==> config.mk <==
export PLATFORM = sky130hd
export DESIGN_NAME = priority_evicting_timed_table_core
export DESIGN_NICKNAME = d
export VERILOG_FILES = /design/src/rtl/pett_pkg.sv /design/src/rtl/priority_evicting_timed_table_core.sv
export SDC_FILE = /design/constraint.sdc
export NUM_CORES = 1
export LEC_CHECK = 0
export BUFFER_PORTS_ARGS = -buffer_cell sky130_fd_sc_hd__buf_4
export CORE_MARGIN = 3
export CORE_UTILIZATION = 40
export DETAILED_ROUTE_END_ITERATION = 6
export PLACE_DENSITY = 0.67
export SYNTH_ARGS = -nofsm -noshare
export SYNTH_HDL_FRONTEND = slang
export SYNTH_SLANG_ARGS = --single-unit
export TNS_END_PERCENT = 30
==> constraint.sdc <==
create_clock -name i_clk -period 12.5 [get_ports i_clk]
set_input_delay 0 -clock i_clk [delete_from_list [all_inputs] [get_ports i_clk]]
set_output_delay 0 -clock i_clk [all_outputs]
set_load 0.01 [all_outputs]
==> src/rtl/pett_pkg.sv <==
// Package for the priority evicting timed table: constants, modes, config indexes.
package pett_pkg;
    localparam int DEPTH_DEF = 16;
    localparam int CFG_W     = 5;
    localparam int CFG_IDX_W = 1;

    localparam logic [1:0] MODE_TICK   = 2'd0;
    localparam logic [1:0] MODE_ADD    = 2'd1;
    localparam logic [1:0] MODE_REMOVE = 2'd2;
    localparam logic [1:0] MODE_QUERY  = 2'd3;

    localparam logic [CFG_IDX_W-1:0] REG_ENABLE_AGING = 1'd0;
    localparam logic [CFG_IDX_W-1:0] REG_MAX_ENTRIES  = 1'd1;
endpackage

==> src/rtl/priority_evicting_timed_table_core.sv <==
// Top level of the priority evicting timed table core.
// Flow: an accepted word runs scan, compact and stats passes through one read
//   port and comparator, plus decide and append; the compact pass reads nothing
//   when nothing is rewritten.
// One word at a time: o_stall stays high until the result word has been taken
//   past i_stall.
// Reset (synchronous, active low): table empty, id counter and totals zero,
//   aging on, limit 16. Table storage itself is not cleared.
module priority_evicting_timed_table_core #(
    parameter int TABLE_DEPTH = pett_pkg::DEPTH_DEF
) (
    input  logic        i_clk,
    input  logic        i_rst_n,
    input  logic        i_valid,
    output logic        o_stall,
    input  logic [1:0]  i_mode,
    input  logic [15:0] i_delta_ms,
    input  logic [7:0]  i_category,
    input  logic [15:0] i_duration_ms,
    input  logic [7:0]  i_priority_req,
    input  logic [15:0] i_target_id,
    input  logic        i_cfg_we,
    input  logic [pett_pkg::CFG_IDX_W-1:0] i_cfg_idx,
    input  logic [pett_pkg::CFG_W-1:0]     i_cfg_data,
    output logic        o_valid,
    input  logic        i_stall,
    output logic        o_status,
    output logic [15:0] o_new_id,
    output logic [4:0]  o_entry_count,
    output logic [4:0]  o_category_count,
    output logic        o_has_entries,
    output logic [7:0]  o_top_priority,
    output logic [31:0] o_added_total,
    output logic [31:0] o_expired_total
);
    import pett_pkg::*;

    localparam int AW = (TABLE_DEPTH > 1) ? $clog2(TABLE_DEPTH) : 1;
    localparam int CW = $clog2(TABLE_DEPTH + 1);
    localparam int LW = (CW > 5) ? CW : 5;
    localparam logic [CW-1:0] DEPTH_C = CW'(TABLE_DEPTH);

    // One-hot sequencer. Passes: SCAN finds the eviction victim or remove target,
    // COMPACT reads each entry once and writes survivors down (ages for tick,
    // skips one dropped slot otherwise), APPEND writes the new entry, STATS
    // walks the table for the category count and top priority.
    typedef enum logic [6:0] {
        S_IDLE    = 7'b0000001,
        S_SCAN    = 7'b0000010,
        S_DECIDE  = 7'b0000100,
        S_COMPACT = 7'b0001000,
        S_APPEND  = 7'b0010000,
        S_STATS   = 7'b0100000,
        S_OUT     = 7'b1000000
    } t_state;

    // Table word in the single memory.
    typedef struct packed {
        logic [15:0] ident;
        logic [7:0]  cat;
        logic [7:0]  prio;
        logic [15:0] rem;
    } t_entry;

    t_entry r_mem [TABLE_DEPTH];
    t_entry r_rd;            // registered read word
    logic   r_rd_ok;         // r_rd holds entry r_rd_idx
    logic [AW-1:0] r_rd_idx;

    t_state r_state, n_state;
    logic        r_aging;
    logic [4:0]  r_max;
    logic [CW-1:0] r_fill, r_wr;
    logic [CW-1:0] r_ptr;    // read pointer within a pass
    logic [15:0] r_next_id;
    logic [31:0] r_added, r_expired;

    // item latch
    logic [1:0]  r_mode;
    logic [15:0] r_delta, r_dur, r_target;
    logic [7:0]  r_cat, r_preq;

    // scan results
    logic        r_found;
    logic [AW-1:0] r_best;
    logic [7:0]  r_low;
    logic        r_drop;     // compact drops slot r_best

    // result
    logic        r_status;
    logic [15:0] r_nid;
    logic [4:0]  r_ccnt;
    logic [7:0]  r_top;
    logic        r_oval;

    logic [CW-1:0] limit;
    assign limit = (LW'(r_max) > LW'(TABLE_DEPTH)) ? DEPTH_C : CW'(r_max);

    logic at_end;   // read pointer past last held entry
    assign at_end = (r_ptr >= r_fill);

    // read stage shared by all passes: one address a cycle
    always_ff @(posedge i_clk) begin
        r_rd     <= r_mem[r_ptr[AW-1:0]];
        r_rd_idx <= r_ptr[AW-1:0];
    end

    logic pass_rd;
    assign pass_rd = (r_state == S_SCAN) || (r_state == S_COMPACT) || (r_state == S_STATS);

    // shared compare unit on the registered word
    logic scan_hit, expire;
    always_comb begin
        if (r_mode == MODE_ADD)
            scan_hit = (r_rd.prio < r_low) || ((r_rd.prio == r_low) && !r_found);
        else
            scan_hit = !r_found && (r_rd.ident == r_target);
        expire = (r_mode == MODE_TICK) && (r_rd.rem <= r_delta);
    end

    logic mem_we;
    logic [AW-1:0] mem_wa;
    t_entry mem_wd;
    always_comb begin
        mem_we = 1'b0;
        mem_wa = r_wr[AW-1:0];
        mem_wd = r_rd;
        if (r_state == S_COMPACT && r_rd_ok) begin
            if (r_mode == MODE_TICK) begin
                mem_we = !expire;
                mem_wd.rem = r_rd.rem - r_delta;
            end else begin
                mem_we = !(r_drop && r_rd_idx == r_best);
            end
        end else if (r_state == S_APPEND) begin
            // APPEND writes only when the add goes through
            mem_we = (r_mode == MODE_ADD) && !r_status && (r_fill < DEPTH_C);
            mem_wa = r_fill[AW-1:0];
            mem_wd = '{ident: r_next_id, cat: r_cat, prio: r_preq, rem: r_dur};
        end
    end

    always_ff @(posedge i_clk) begin
        if (mem_we)
            r_mem[mem_wa] <= mem_wd;
    end

    always_comb begin
        n_state = r_state;
        unique case (r_state)
            S_IDLE:    if (i_valid) begin
                n_state = S_SCAN;
            end
            S_SCAN:    if (at_end && !r_rd_ok) begin
                n_state = S_DECIDE;
            end
            S_DECIDE:  n_state = S_COMPACT;
            S_COMPACT: if (at_end && !r_rd_ok) begin
                n_state = S_APPEND;
            end
            S_APPEND:  n_state = S_STATS;
            S_STATS:   if (at_end && !r_rd_ok) begin
                n_state = S_OUT;
            end
            S_OUT:     if (!r_oval) begin
                n_state = S_IDLE;
            end
            default:   n_state = S_IDLE;
        endcase
    end

    assign o_stall = (r_state != S_IDLE);

    always_ff @(posedge i_clk) begin
        if (!i_rst_n) begin
            r_state   <= S_IDLE;
            r_aging   <= 1'b1;
            r_max     <= 5'd16;
            r_fill    <= '0;
            r_next_id <= '0;
            r_added   <= '0;
            r_expired <= '0;
            r_oval    <= 1'b0;
            r_rd_ok   <= 1'b0;
        end else begin
            r_state <= n_state;
            if (i_cfg_we) begin
                unique case (i_cfg_idx)
                    REG_ENABLE_AGING: r_aging <= i_cfg_data[0];
                    REG_MAX_ENTRIES:  r_max   <= i_cfg_data;
                    default: ;
                endcase
            end
            if (r_oval && !i_stall)
                r_oval <= 1'b0;

            // read pointer advances in passes; r_rd_ok follows in the next cycle
            r_rd_ok <= pass_rd && !at_end;
            if (pass_rd && !at_end)
                r_ptr <= r_ptr + 1'b1;

            unique case (r_state)
                S_IDLE: if (i_valid) begin
                    r_mode <= i_mode; r_delta <= i_delta_ms; r_cat <= i_category;
                    r_dur <= i_duration_ms; r_preq <= i_priority_req;
                    r_target <= i_target_id;
                    r_ptr <= '0; r_found <= 1'b0; r_low <= i_priority_req;
                    r_best <= '0; r_status <= 1'b0; r_nid <= '0;
                    r_ccnt <= '0; r_top <= '0; r_drop <= 1'b0;
                end
                S_SCAN: if (r_rd_ok && scan_hit) begin
                    r_found <= 1'b1;
                    r_best  <= r_rd_idx;
                    r_low   <= r_rd.prio;
                end
                S_DECIDE: begin
                    r_wr  <= '0;
                    unique case (r_mode)
                        MODE_ADD: if (r_fill >= limit) begin
                            r_drop <= r_found;
                            if (!r_found)
                                r_status <= 1'b1;
                        end
                        MODE_REMOVE: begin
                            r_drop <= r_found;
                            r_status <= !r_found;
                        end
                        MODE_TICK:  if (!r_aging) begin
                            r_mode <= MODE_QUERY;
                        end
                        default: ;
                    endcase
                    // no rewrite needed unless something changes
                    if (!(r_mode == MODE_TICK && r_aging) &&
                        !(r_mode == MODE_REMOVE && r_found) &&
                        !(r_mode == MODE_ADD && r_fill >= limit && r_found))
                        r_ptr <= r_fill;
                    else
                        r_ptr <= '0;
                end
                S_COMPACT: begin
                    if (r_rd_ok) begin
                        if (mem_we)
                            r_wr <= r_wr + 1'b1;
                        if (r_mode == MODE_TICK && expire)
                            r_expired <= r_expired + 32'd1;
                    end
                    if (at_end && !r_rd_ok && r_ptr == r_fill && r_ptr != '0 &&
                        (r_mode == MODE_TICK || r_drop))
                        r_fill <= mem_we ? r_wr + 1'b1 : r_wr;
                    else if (at_end && !r_rd_ok && (r_mode == MODE_TICK || r_drop))
                        r_fill <= r_wr;
                end
                S_APPEND: begin
                    r_ptr <= '0;
                    if (r_mode == MODE_ADD && !r_status && r_fill < DEPTH_C) begin
                        r_fill    <= r_fill + 1'b1;
                        r_nid     <= r_next_id;
                        r_next_id <= r_next_id + 16'd1;
                        r_added   <= r_added + 32'd1;
                    end else if (r_mode == MODE_ADD) begin
                        r_status <= 1'b1;
                    end
                end
                S_STATS: if (r_rd_ok) begin
                    if (r_rd.cat == r_cat)
                        r_ccnt <= r_ccnt + 5'd1;
                    if (r_rd.prio > r_top)
                        r_top <= r_rd.prio;
                end else if (at_end) begin
                    r_oval <= 1'b1;
                end
                S_OUT: ;
                default: ;
            endcase
        end
    end

    assign o_valid          = r_oval;
    assign o_status         = r_status;
    assign o_new_id         = r_status ? 16'd0 : r_nid;
    assign o_entry_count    = 5'(r_fill);
    assign o_category_count = r_ccnt;
    assign o_has_entries    = (r_fill != '0);
    assign o_top_priority   = r_top;
    assign o_added_total    = r_added;
    assign o_expired_total  = r_expired;
endmodule
==> After elaboration in Yosys (flattened, before gate mapping) <==
Memories as Yosys holds them, arrays and structs flattened. A register that Yosys moved wholly into a read port is not among the register bits.
Index checks and enable logic that the tools add are counted.
W data, S select, Z words.
{ "word_totals": {"register_bits": 224, "output_inout_bits": 102, "latchBits": 0, "word_cells": 206, "romBits": 0, "n_memories": 1, "ramBits": 768} }
{ "classes": {"eq_ne": 34, "mux": 68, "n_addsub": 8, "order_cmp": 7, "mul": 0, "div_mod_pow": 0, "bitwise": 1, "shift": 0, "n_reduce_logical": 61} }
{ "memory_table": {"columns": ["memory", "words", "width", "read_ports", "rd_clocked_by_memory_dff", "write_ports", "line", "rtl"], "rows": [
  ["r_mem", 16, 48, 1, 1, 1, "priority_evicting_timed_table_core.sv:65", "t_entry r_mem [TABLE_DEPTH];"]
]} }
{ "op_table": {"columns": ["op", "count"], "rows": [
  ["$mux W16", 5],
  ["$add A32 B1 Y32 const B", 2],
  ["$mux W5", 12],
  ["$pmux W7 S7", 1],
  ["$mux W48", 1],
  ["$mux W8", 5],
  ["$mux W7", 5],
  ["$mux W32", 1],
  ["$pmux W16 S2", 1],
  ["$pmux W8 S2", 2],
  ["$pmux W5 S2", 3],
  ["$reduce_and A5 Y1", 5],
  ["$logic_and A1 B1 Y1", 22],
  ["$add A5 B1 Y5 const B", 4],
  ["$mux W1", 17],
  ["$add A16 B1 Y16 const B", 1],
  ["$eq A16 B16 Y1", 1],
  ["$eq A8 B8 Y1", 2],
  ["$le A16 B16 Y1", 1],
  ["$mux W4", 4],
  ["$ne A2 B1 Y1 const B", 8],
  ["$sub A16 B16 Y16", 1],
  ["$pmux W5 S3", 1],
  ["$ne A2 B2 Y1 const B", 7],
  ["other kinds (35)", 67]
]} }

==> Longest topological paths before layout <==
{ "depth": {"depth_word": 9, "mapped_depth": 14, "depth_no_buf": 11} }

==> Worst setup path before layout <==
OpenSTA, ideal clock, no wires.
{ "synth_path": {"path_type": "register to register", "startpoint": "register r_delta[0]", "endpoint": "memory r_mem[0][0] (netlist bit) (enable)", "n_path_buf": 1, "slack_ns": 7.701, "setup_ns": 0.454, "arrival_ns": 4.346, "path_stages_with_launch": 12, "cell_sequence": "edfxtp_1 > ha_1 > fa_1 > nand2b_1 > a21o_1 > a21oi_1 > o21ai_0 > a21oi_1 > or2_2 > clkbuf_1 > o21ai_0 > nor2_1"} }
{ "synth_via": {"elab_chain_cells": 7} }
{ "synth_lines": {"columns": ["item", "line", "rtl"], "rows": [
  ["from (decl)", "priority_evicting_timed_table_core.sv:80", "logic [15:0] r_delta, r_dur, r_target;"],
  ["from (signal assigned)", "priority_evicting_timed_table_core.sv:204", "r_mode <= i_mode; r_delta <= i_delta_ms; r_cat <= i_category;"],
  ["$le A16 B16 Y1", "priority_evicting_timed_table_core.sv:118", "expire = (r_mode == MODE_TICK) && (r_rd.rem <= r_delta);"],
  ["$logic_and A1 B1 Y1", "priority_evicting_timed_table_core.sv:118", null],
  ["$logic_not A1 Y1", "priority_evicting_timed_table_core.sv:130", "mem_we = !expire;"],
  ["$mux W1", "priority_evicting_timed_table_core.sv:129", "if (r_mode == MODE_TICK) begin"],
  ["$mux W1", "priority_evicting_timed_table_core.sv:128", "if (r_state == S_COMPACT && r_rd_ok) begin"],
  ["$mux W1", "priority_evicting_timed_table_core.sv:144", "if (mem_we)"],
  ["$mux W1 (not written as such)", "priority_evicting_timed_table_core.sv:145", "r_mem[mem_wa] <= mem_wd;"],
  ["to (decl)", "priority_evicting_timed_table_core.sv:65", null]
]} }
Every way passes these cells.

==> Worst setup path after layout <==
{ "layout_path": {"startpoint": "register, netlist name r_rd[0]", "endpoint": "memory r_mem[5][15] (netlist bit) (enable)"} }
{ "layout_via": {"elab_chain_cells": 7} }
{ "layout_lines": {"columns": ["item", "line"], "rows": [
  ["$le A16 B16 Y1", "priority_evicting_timed_table_core.sv:118"],
  ["$logic_and A1 B1 Y1", "priority_evicting_timed_table_core.sv:118"],
  ["$logic_not A1 Y1", "priority_evicting_timed_table_core.sv:130"],
  ["$mux W1", "priority_evicting_timed_table_core.sv:129"],
  ["$mux W1", "priority_evicting_timed_table_core.sv:128"],
  ["$mux W1", "priority_evicting_timed_table_core.sv:144"],
  ["$mux W1 (not written as such)", "priority_evicting_timed_table_core.sv:145"]
]} }
Every way passes these cells.

==> flow_summary_export.csv <==
group,metric,value,unit
grt,grtUsageTotal,17.9,%
synth,synth_most_common_cell,"edfxtp_1",
layout,fillerInstances,8428,
floorplan,io-pin-count,179,
sta,tns,0,ns
drt,via_count,22700,
placed_design,detailed_place_hpwl,56200,um
synth,syn_avg_cell_area,17.7,sq um
clock_tree,cts_root_buf,"clkbuf_16",
synth,synthCells,2339,
drt,first_iter_violations,2164,
synth,syn-cell-area,41300,sq um
sta,slew_viol_final,0,
critical_path,worstPathRequired,12.77,ns
synth,async_reset_ff_share,0,%
sta,hold_viol,0,
drt,drt_wl_total,96500,um
worst_hold_path,hold_class,"in -> reg",
sta,fin_hold_ws,0.0572,ns
drt,met2_length,47300,um
sta,slew_headroom,13.9,%
floorplan,die_height,327,um
floorplan,die_w,327,um
job,maxCapViolCount,0,
sta,period_needed,4.74,ns
pwr,peakVddDrop,0.120,mV
clock_tree,cts_resized,0,
clock_tree,cts_max_path_buffers,3,
pwr,power.density,171,nW/um^2
grt,antenna_found_initial,2,
critical_path,slowest_stage,"nor2_4",
grt,grt_max_degree,160,
clock_tree,clk_pin_slew,0.06,ns
sta,setup_viol,0,
floorplan,die_area,107000,sq um
critical_path,path_max_fanout,31,
layout,drive_above_1_share,23.8,%
critical_path,crit_chain,"inv_1 > ha_1 > fa_1 > nand2b_1 > a21o_1 > a21oi_1 > o21ai_0 > a21oi_1 > or2_2 > o21ai_0 > nor2_4 > buf_4",
placed_design,place_congestion,0.857,
clock_tree,numCtsBuffers,104,
layout,syn2layout_area_growth,18.2,%
sta,rsz0062_at_grt,"false",
drt,drc,0,
synth,seq_area_frac_synth,71.9,%
critical_path,crit_path_start_kind,"register",
layout,final_util,47.8,%
drt,wl_met1,40100,um
synth,ys_types,62,
sta,worstMarginPinSlew,1.28,ns
grt,overflow,0,
synth,ys.flop_type,"edfxtp_1",
synth,synth-edff-count,888,
synth,yosys.area.top_type_share,64.5,%
critical_path,endpoint_kind,"register",
layout,layout.area.seq,29700,sq um
grt,grt_pass1_wl,146000,um
sta,fin_worst_skew,0.0316,ns
layout,final_nets,2785,
synth,yosys-top-cells-count,"edfxtp_1 (888), mux4_2 (240), dfxtp_1 (152)",
synth,ys_seq_elements,1040,
synth,synth_largest_area_cell,"edfxtp_1",
sta,fmax,211,MHz
pwr,power.leakage,0.0163,uW
clock_tree,cts_tree,"done",
floorplan,num_rows,117,
drt,ant_nets,0,
clock_tree,clkLatencyLatePin,0.67,ns
drt,via_per_inst,5.53,
synth,synth.area.top_cells,"edfxtp_1 (65%), mux4_2 (13%), dfxtp_1 (7.4%)",
status,status,"finished clean",
critical_path,critPathKind,"reg -> reg",
drt,top_layer,"met4",
placed_design,io_buffers,178,
clock_tree,cts_num_sinks,1040,
sta,period_share,37.9,%
drt,firstDrtPassIters,6,
grt,grt_pass1_vias,23300,
floorplan,core_area,102000,sq um
clock_tree,ctsHtreeMaxLevel,3,
drt,wl_met3,7030,um
drt,wl_per_cell,23.5,um
floorplan,start_util,40.4,%
synth,ys.warnings.count,0,
synth,synth_fp_nets,2471,
critical_path,cpPeakStageDelay,0.75,ns
critical_path,crit_arrival,5.01,ns
layout,multi_input_area,11100,sq um
## worst max-delay path: cells and delay by family, from the launching register on
kind                       cells  cell delay (ns)
AOI/OAI and AO/OA              5             1.45
and+or+nand+nor                3             1.21
buffers and inverters          2             0.70
adders and majority gates      2             0.64
DFF                            1             0.35
## state kept, by name, indices dropped and copies added, names as in the netlist, 16 cells and up
| signal | cells |
|---|---|
| r_next_id | 16 |
| r_dur | 16 |
| r_target | 16 |
| r_mem | 768 |
| r_delta | 16 |
| r_nid | 16 |
| o_expired_total | 32 |
| r_rd | 48 |
| o_added_total | 32 |
## per-layer routing
| layer | up-vias | global-route usage, % |
|---|---|---|
| met1 | 11800 | 24.8 |
| met4 | 0 | 4.93 |
| li1 | 9855 | - |
| met3 | 166 | 3.20 |
| met5 | - | 0 |
| met2 | 889 | 29.4 |
## per-stage QoR
step                power [uW]  setup slack (ns)  area [sq um]  instances
global route              8680              7.58         48800       4110
finish                    8360              7.76         48800       4110
global placement          5210              7.96         44400       3826
detailed placement        5260              7.77         44400       3826
floorplan                 4900              7.70         41300       2339
CTS                       8440              7.75         48800       4109
## power breakdown
group / total, uW / switching [uW] / internal [uW]
combinational: 1060 / 622 / 438
clock: 3160 / 1300 / 1860
sequential: 4140 / 72.0 / 4070
total: 8360 / 2000 / 6370
## cell type report
class | instances | area share, %
clock inverters | 54 | 1.26
repair buffers | 307 | 5.23
inverters | 61 | 0.471
clock buffers | 140 | 5.92
well taps | 1368 | 3.50
diodes | 1 | 0.00512
flip-flops and latches | 1040 | 60.8
multi-input cells | 1139 | 22.8
## logic make-up (layout without fill, tap and decap cells)
family / after synthesis / in the layout / share of synthesized area (%)
AOI/OAI and AO/OA: 222 / 222 / 3.19
xor gates and xnor gates: 92 / 92 / 1.95
adders and majority gates: 55 / 55 / 1.68
buffers and inverters: 160 / 562 / 1.49
DFF: 1040 / 1040 / 71.9
muxes: 255 / 255 / 13.5
other: 0 / 1 / 0
and+or+nand+nor: 515 / 515 / 6.32
## cell usage in the layout (no fill, tap or decap), types with 17 or more instances in the layout
cell and n:
nor2b_1 25, dlygate4sd3_1 89, a21o_1 25, a21oi_1 75, mux4_2 240, dfxtp_1 152
xnor2_1 25, nand3_1 52, buf_4 216, inv_1 60, nand2_1 140, edfxtp_1 888
ha_1 54, xor2_1 67, o21ai_0 67, or3_1 32, clkinv_2 21, nor2_1 99
clkbuf_16 109, nand4_1 23, clkbuf_1 26, nor2_4 17, and2_1 38
## path summary, 6_finish.rpt
check / depth (start not counted) / from / slack (ns) / end
worst max register to register: 12 / r_rd[0] / 7.76 / r_mem[5][15]
worst min-delay path: 2 / i_category[5] / 0.06 / r_cat[5]
worst min register to register: 2 / o_expired_total[31] / 0.50 / o_expired_total[31]
worst max-delay path: 12 / r_rd[0] / 7.76 / r_mem[5][15]
## what timing repair did
| action | CTS | global route |
|---|---|---|
| setup buffers | 0 | 0 |
| endpoints found under the hold margin | 111 | 0 |
| hold buffers | 89 | 0 |
Note: power is estimated with default switching activity, not from simulation.
